===== config.mk =====
export PLATFORM = sky130hd
export DESIGN_NAME = sct_ctrl
export DESIGN_NICKNAME = d
export VERILOG_FILES = /design/src/sv/sct_pkg.sv /design/src/sv/sct_ctrl.sv
export SDC_FILE = /design/constraint.sdc
export NUM_CORES = 1
export LEC_CHECK = 0
export BUFFER_PORTS_ARGS = -buffer_cell sky130_fd_sc_hd__buf_2
export CAP_MARGIN = 40
export CORE_ASPECT_RATIO = 1.25
export CORE_MARGIN = 5
export CORE_UTILIZATION = 45
export CTS_CLUSTER_SIZE = 12
export DETAILED_ROUTE_END_ITERATION = 6
export PLACE_DENSITY = 0.74
export SYNTH_ARGS = -nofsm -noshare
export SYNTH_HDL_FRONTEND = slang
export SYNTH_SLANG_ARGS = --single-unit

===== constraint.sdc =====
create_clock -name clk -period 1.56 [get_ports clk]
set_input_delay 0.39 -clock clk [delete_from_list [all_inputs] [get_ports clk]]
set_output_delay 0.39 -clock clk [all_outputs]
set_load 0.005 [all_outputs]

===== src/sv/sct_pkg.sv =====
// Shared types, codes and sizes of the sparse CSC transpose block.
// Used by sct_ctrl, sct_datapath and sparse_csc_transpose; depends on nothing.
`default_nettype none
package sct_pkg;

  localparam int MAX_NNZ    = 1024;
  localparam int NNZ_AW     = 10;
  localparam int MAX_DIM    = 256;
  localparam int DIM_AW     = 8;
  localparam int VALUE_BITS = 64;
  localparam int CNT_W      = 11;
  localparam int REG_W      = 9;

  typedef enum logic [1:0] {
    CMD_CLEAR = 2'd0,
    CMD_LOAD  = 2'd1,
    CMD_FETCH = 2'd2,
    CMD_NONE  = 2'd3
  } cmd_t;

  typedef enum logic [1:0] {
    KIND_PTR   = 2'd0,
    KIND_ENTRY = 2'd1,
    KIND_END   = 2'd2
  } kind_t;

  typedef enum logic [1:0] {
    ST_OK      = 2'd0,
    ST_FULL    = 2'd1,
    ST_RANGE   = 2'd2,
    ST_ORDER   = 2'd3
  } status_t;

  localparam logic [2:0] ADDR_NUM_ROWS = 3'd0;
  localparam logic [2:0] ADDR_NUM_COLS = 3'd4;

  // Commands from the controller to the datapath.
  typedef struct packed {
    logic capture;
    logic clear;
    logic set_err;
    logic ld_rd;
    logic ld_wr;
    logic tr_start;
    logic pf_rd;
    logic pf_wr;
    logic sc_rd_in;
    logic sc_rd_cnt;
    logic sc_wr;
    logic tr_finish;
    logic f_rd;
    logic f_out;
  } sct_cmd_t;

  // Status from the datapath to the controller.
  typedef struct packed {
    cmd_t cmd;
    logic done;
    logic load_ok;
    logic pf_last;
    logic sc_more;
    logic out_free;
  } sct_stat_t;

  function automatic logic [REG_W-1:0] eff_dim(input logic [REG_W-1:0] r);
    return (r > REG_W'(MAX_DIM)) ? REG_W'(MAX_DIM) : r;
  endfunction

endpackage
`default_nettype wire


===== src/sv/sct_ctrl.sv =====
// Controller state machine of the sparse CSC transpose block.
// Depends on sct_pkg; drives sct_datapath through sct_cmd_t.
`default_nettype none
module sct_ctrl (
  input  wire logic               clk,
  input  wire logic               rst,
  input  wire logic               in_valid,
  output logic                    in_ready,
  input  wire sct_pkg::sct_stat_t stat,
  output sct_pkg::sct_cmd_t       cmd_o
);
  import sct_pkg::*;

  typedef enum logic [12:0] {
    S_IDLE      = 13'h0001,
    S_DECODE    = 13'h0002,
    S_LD_RD     = 13'h0004,
    S_LD_WR     = 13'h0008,
    S_PF_RD     = 13'h0010,
    S_PF_WR     = 13'h0020,
    S_SC_CHK    = 13'h0040,
    S_SC_RD_IN  = 13'h0080,
    S_SC_RD_CNT = 13'h0100,
    S_SC_WR     = 13'h0200,
    S_F_RD      = 13'h0400,
    S_F_OUT     = 13'h0800,
    S_SPARE     = 13'h1000
  } state_t;

  state_t state, state_next;

  always_ff @(posedge clk) begin
    if (rst) state <= S_IDLE;
    else     state <= state_next;
  end

  always_comb begin
    state_next = state;
    cmd_o      = '0;
    in_ready   = 1'b0;
    case (state)
      S_IDLE: begin
        in_ready = 1'b1;
        if (in_valid) begin
          cmd_o.capture = 1'b1;
          state_next    = S_DECODE;
        end
      end
      S_DECODE: begin
        state_next = S_IDLE;
        case (stat.cmd)
          CMD_CLEAR: cmd_o.clear = 1'b1;
          CMD_LOAD: begin
            if (!stat.done) begin
              if (stat.load_ok) state_next = S_LD_RD;
              else              cmd_o.set_err = 1'b1;
            end
          end
          CMD_FETCH: begin
            if (stat.done) begin
              state_next = S_F_RD;
            end else begin
              cmd_o.tr_start = 1'b1;
              state_next     = S_PF_RD;
            end
          end
          default: state_next = S_IDLE;
        endcase
      end
      S_LD_RD: begin
        cmd_o.ld_rd = 1'b1;
        state_next  = S_LD_WR;
      end
      S_LD_WR: begin
        cmd_o.ld_wr = 1'b1;
        state_next  = S_IDLE;
      end
      S_PF_RD: begin
        cmd_o.pf_rd = 1'b1;
        state_next  = S_PF_WR;
      end
      S_PF_WR: begin
        cmd_o.pf_wr = 1'b1;
        state_next  = stat.pf_last ? S_SC_CHK : S_PF_RD;
      end
      S_SC_CHK: begin
        if (stat.sc_more) begin
          state_next = S_SC_RD_IN;
        end else begin
          cmd_o.tr_finish = 1'b1;
          state_next      = S_F_RD;
        end
      end
      S_SC_RD_IN: begin
        cmd_o.sc_rd_in = 1'b1;
        state_next     = S_SC_RD_CNT;
      end
      S_SC_RD_CNT: begin
        cmd_o.sc_rd_cnt = 1'b1;
        state_next      = S_SC_WR;
      end
      S_SC_WR: begin
        cmd_o.sc_wr = 1'b1;
        state_next  = S_SC_CHK;
      end
      S_F_RD: begin
        cmd_o.f_rd = 1'b1;
        state_next = S_F_OUT;
      end
      S_F_OUT: begin
        if (stat.out_free) begin
          cmd_o.f_out = 1'b1;
          state_next  = S_IDLE;
        end
      end
      default: state_next = S_IDLE;
    endcase
  end

endmodule
`default_nettype wire


==> metrics.yaml, run 1 <==
status: "finished, violations left"
violations: "negative setup slack"
netlist_instances: 100
hold_path_end: "state[2]"
path_clk_slew_ps: 80
post-place-ws_ps: -181.6
antenna_found_initial: 0
cts_tree: "done"
drt_pre_antenna_iters: 5
hold_class: "primary input to flop"
reg2reg_from: "state[11]"
slew_viol_final: 0
grt_overflow: 0
root_buffer: "clkbuf_4"
reg2reg_slack_ps: -250
final_nets: 175
syn_area_um2: 830.8
ctsHoldBuffers: 0
drtIter0Drc: 23
worst-path-max-fanout: 4
routedWlPerCell_um: 16.68
largest_reg_flops: 12
p_per_area_mw_per_mm2: 498.5
fmax_ghz: 0.4763
portBuffers: 24
min_path_cells: 3
ys_types: 36
finalNonFillerCells: 179
first_global_vias: 996
rows: 17
htreeDepth: 1
synth-seq-cells: 12
grt_max_degree: 7
power_w: 0.0007236
yosys_warnings: 0
critPathLaunchType: "flop"
rsz0062_at_grt: "true"
io_pins: 25
required_ps: 1170
dieArea_mm2: 0.002811
critical_path_class: "flop to output port"
regToRegEndpoint: "state[4]"
syn_to_final_growth_pct: 74.70
top_regs: "state (12)"
cts.sink_count: 12
drc: 0
antennaDiodeCount: 0
wl_um: 2986
ctsLongestPathBuffers: 2
layout_setup_ws_ps: -539.4
initial_utilization_pct: 47.06
cts_made_buffers: 3
min_period_ps: 2099
ir_worst_vdd_mv: 0.4745
die_w_um: 48.43
cp.arrival_ps: 1710
fin_worst_skew_ps: 8.669
top_register: "state"
hp-start: "stat[3]"
timing.max_slew.rel_slack_pct: 76.09
worst_pin_slew_ps: 355.4
synth_nets: 113
vias: 1027
yosysSeqAreaShare_pct: 28.92
die_y_um: 58.04
drt-vias-per-instance: 5.737
core_region_area_mm2: 0.001765
finalSetupViolCount: 20
grtUsageTotal_pct: 20.03
placedCellCount: 164
p_leak_nw: 0.6700
cap_violations: 0
drive_gt1_share_pct: 62.50
r2r_cells: 10
hold_viol: 0
final_core_util_pct: 82.21
drt.antenna.violating_nets: 0
fin_crit_sh_pct: 134.6
grt_pass1_wl_um: 4402
syn_area_per_cell_um2: 8.308
clk_latency_ps: 290
dpl.hpwl_um: 1887
place.gp.congestion: 0.8033
worstSetupEndpointType: "output port"
## cells in the final DEF, fill, tap and decap left out, types with 3 or more instances in the layout
cell      netlist  layout
inv_1           5       4
nor4_4          3       3
and2_1          4       3
nand2_1         5       4
dfxtp_2         0       7
nor2_1         18      11
buf_4           0      23
ha_1            3       3
dfxtp_1        12       3
nor2_4          0       4
nor2_2          0       3
buf_6           0      13
buf_2           2      23
clkbuf_4        0       3
o21ai_0         6       6
nand3b_1        3       3
## how the worst max path moves through the flow
stage / startpoint / to / slack (ps) / cells after the start
finish: state[11] / cmd_o[13] / -540 / 5
global route: state[11] / cmd_o[13] / -630 / 5
CTS: state[11] / cmd_o[11] / -480 / 6
detailed placement: state[10] / cmd_o[11] / -180 / 6
global placement: state[10] / cmd_o[11] / -120 / 6
floorplan: state[10] / cmd_o[11] / -120 / 5
## worst max-delay path, stage by stage, from the launching register on
cell and delay (ps):
dfxtp_2 340, nor4_4 300, buf_4 180, and4_2 320, and2_1 160, buf_2 120
## where the power goes
group	switching, W	leakage [nW]	internal (W)
sequential	0.00000612	0.102	0.000309
clock	0.000111	0.0138	0.0000898
combinational	0.0000992	0.555	0.000109
total	0.000216	0.670	0.000507
## cells by family after synthesis
family	count (synthesis)	share of synthesized area [%]
and+or+nand+nor	57	45.33
DFF	12	28.92
adders and majority gates	3	4.519
xor gates and xnor gates	3	3.163
AOI/OAI and AO/OA	17	13.41
muxes	1	1.205
buffers and inverters	7	3.464
## stage by stage
| stage | hold WS [ps] | cell area, um^2 | setup TNS, ps |
|---|---|---|---|
| global placement | 629.8 | 1139 | -922.6 |
| global route | 374.8 | 1451 | -8680 |
| floorplan | 461.6 | 832.0 | -264.0 |
| detailed placement | 630.9 | 1139 | -1711 |
| finish | 355.6 | 1451 | -6912 |
| CTS | 341.1 | 1310 | -6129 |
## cell usage after synthesis (all sizes together)
master,count,area (um^2)
mux2i,1,10.01
o2bb2ai,1,8.760
dfxtp,12,240.2
nor3,2,10.01
inv,5,18.77
a31oi,1,6.260
nor2,18,67.56
xor2,2,17.52
nor4,4,70.07
o21ai,7,38.79
and2,4,25.02
xnor2,1,8.760
and4bb,1,12.51
a21o,1,7.510
o21ba,1,10.01
ha,3,37.54
and4,2,20.02
nand2,5,18.77
a21bo,1,10.01
nand3,4,20.02
nand3b,3,22.52
and2b,1,7.510
nor3b,3,27.52
a211oi,1,7.510
a21oi,3,15.01
a22oi,1,7.510
buf,2,10.01
and4b,2,20.02
nand4,2,12.51
and3b,1,8.760
nor4b,1,8.760
nor2b,4,25.02
## layout make-up
| cell class | count | area, um^2 |
|---|---|---|
| clock buffer | 3 | 22.52 |
| fill | 106 | 314.1 |
| inverter | 5 | 18.77 |
| multi-input combinational | 81 | 695.7 |
| sequential | 12 | 256.5 |
| tap | 19 | 23.77 |
| timing repair buffer | 59 | 434.2 |
## what timing repair did
| item | CTS | global route |
|---|---|---|
| gates cloned | 0 | 0 |
| gates resized for setup | 26 | 29 |
| buffers inserted | 9 | 8 |
| setup endpoints to repair | 21 | 23 |
| pin swaps | 12 | 15 |
## metal layers
| layer | vias to the layer above | GRT usage, % | part of all wire, % |
|---|---|---|---|
| li1 | 480 | - | - |
| met1 | 480 | 20.62 | 35 |
| met2 | 49 | 37.87 | 55 |
| met3 | 18 | 3.342 | 4.7 |
| met4 | 0 | 10.67 | 4.7 |
| met5 | - | 0 | 0 |
(Power assumes the default switching activity.)
==> run 2, diff against run 1 <==
--- a/config.mk
+++ b/config.mk
@@ -9,10 +9,10 @@
 export CAP_MARGIN = 40
 export CORE_ASPECT_RATIO = 1.25
 export CORE_MARGIN = 5
-export CORE_UTILIZATION = 45
+export CORE_UTILIZATION = 49
 export CTS_CLUSTER_SIZE = 12
 export DETAILED_ROUTE_END_ITERATION = 6
-export PLACE_DENSITY = 0.74
+export PLACE_DENSITY = 0.77
 export SYNTH_ARGS = -nofsm -noshare
 export SYNTH_HDL_FRONTEND = slang
 export SYNTH_SLANG_ARGS = --single-unit
==> constraint.sdc (replaced) <==
create_clock -name clk -period 2.2 [get_ports clk]
set_input_delay 0.55 -clock clk [delete_from_list [all_inputs] [get_ports clk]]
set_output_delay 0.55 -clock clk [all_outputs]
set_load 0.005 [all_outputs]
==> metrics.yaml, run 2 (synthesis results as in run 1) <==
critical_path_class: "flop to output port"
min_period_ps: 2217
place.gp.congestion: 0.8342
final_nets: 147
placedCellCount: 141
cts_made_buffers: 3
die_w_um: 46.83
final_core_util_pct: 67.88
drt_pre_antenna_iters: 4
hold_viol: 0
multi_input_area_um2: 584.3
drt-vias-per-instance: 5.700
rows: 16
cap_violations: 0
die_y_um: 56.04
nFillCells: 128
first_global_vias: 781
grt_overflow: 0
io_pins: 25
worst_pin_slew_ps: 383.9
routedWlPerCell_um: 14.65
fin_worst_skew_ps: 6.254
cts.sink_count: 12
ir_worst_vdd_mv: 0.3093
cp.arrival_ps: 1670
most-common-layout-cells: "24 x buf_2, 17 x nor2_1, 7 x buf_4, 7 x dfxtp_2, 6 x o21ai_0"
vias: 855
status: "finished, violations left"
top_register: "state"
p_clk_share_pct: 29.1
ctsHoldBuffers: 0
p_per_area_mw_per_mm2: 414.5
grt_pass1_wl_um: 3360
post-place-ws_ps: 253.2
portBuffers: 24
switching_share_pct: 26.61
rsz0062_at_grt: "true"
worstSetupEndpointType: "output port"
root_buffer: "clkbuf_4"
finalNonFillerCells: 150
regArea_um2: 252.7
p_comb_share_pct: 19.9
violations: "negative setup slack"
drtIter0Drc: 21
hold_path_end: "state[6]"
r2r_cells: 6
critPathLaunchType: "flop"
grtUsageTotal_pct: 17.36
final_common_cell: "buf_2"
htreeDepth: 1
wl_um: 2198
p_switching_w: 0.0001184
dpl.hpwl_um: 1667
reg2reg_from: "state[10]"
core_region_area_mm2: 0.001582
worst-path-max-fanout: 5
antennaDiodeCount: 0
syn_to_final_growth_pct: 29.22
ctsLongestPathBuffers: 2
layout_setup_ws_ps: -17.01
clk_latency_ps: 270
drc: 0
top_regs: "state (12)"
drt.antenna.violating_nets: 0
p_leak_nw: 0.4991
required_ps: 1650
dieArea_mm2: 0.002624
antenna_found_initial: 0
holdWs_ps: 524.3
fin_crit_sh_pct: 100.8
initial_utilization_pct: 52.53
power_w: 0.0004450
hold_class: "primary input to flop"
regToRegEndpoint: "state[4]"
fmax_ghz: 0.4511
path_clk_slew_ps: 70
min_path_cells: 3
grt_max_degree: 9
largest_reg_flops: 12
hp-start: "stat[2]"
cts_tree: "done"
drive_gt1_share_pct: 43.18
reg2reg_slack_ps: 570
internal-power_w: 0.0003266
timing.max_slew.rel_slack_pct: 74.21
slew_viol_final: 0
finalSetupViolCount: 2
seqPwrFrac_pct: 51.0
==> run 2: cell count changes in the layout (fill, tap and decap cells not counted), moves of 2 or more <==
cell	change
buf_4	-16
buf_6	-13
nor2_1	+6
nor2_4	-4
a21oi_1	+2
nor2_2	-2
nor2b_1	+2
nor2b_4	-2
==> run 2: metrics by stage <==
stage	instance area (um^2)	TNS (ps)
after detailed placement	970.9	0
final	1074	-20.97
after global routing	1074	-470.6
after floorplan	830.8	0
after global placement	970.9	0
after CTS	1003	0
==> run 2: per-layer routing <==
metal / up-vias / routed length (um) / GRT usage (%) / part of all wire (%)
met5: - / 0 / 0 / 0
met4: 0 / 49 / 8.300 / 2.2
met3: 6 / 111 / 3.236 / 5.1
met2: 28 / 1186 / 28.35 / 54
met1: 399 / 851 / 20.66 / 39
li1: 422 / - / - / -
==> run 2: worst max-delay path by stage <==
stage                      endpoint  depth (start not counted)      start
after floorplan           cmd_o[11]                          5  state[11]
after global placement    cmd_o[11]                          6  state[11]
after detailed placement   cmd_o[8]                          5  state[11]
after CTS                  cmd_o[8]                          4   state[4]
after global routing      cmd_o[11]                          6  state[10]
final                      cmd_o[4]                          4   state[3]
==> run 2: power groups by stage <==
| stage | combinational [W] | clock [W] | sequential, W |
|---|---|---|---|
| global placement | 0.0000780 | 0 | 0.000233 |
| finish | 0.0000886 | 0.000129 | 0.000227 |
| CTS | 0.0000800 | 0.000129 | 0.000228 |
| detailed placement | 0.0000797 | 0 | 0.000233 |
| global route | 0.0000979 | 0.000144 | 0.000227 |
| floorplan | 0.0000517 | 0 | 0.000231 |
==> run 2: layout make-up <==
class	instances	area share, %
clock buffers	3	2.098
well taps	18	2.098
multi-input cells	81	54.43
repair buffers	31	16.08
flip-flops and latches	12	23.54
inverters	5	1.748
==> run 2: critical path: stages, from the launching register on <==
cell	delay, ps
dfxtp_1	360
nor4_4	420
and2_1	240
and4b_1	250
buf_2	130
==> run 2: repair_timing <==
action | CTS | global route
buffers inserted | 1 | 6
gates resized for setup | 2 | 13
endpoints found under the setup margin | 2 | 12
pin swaps | 0 | 8
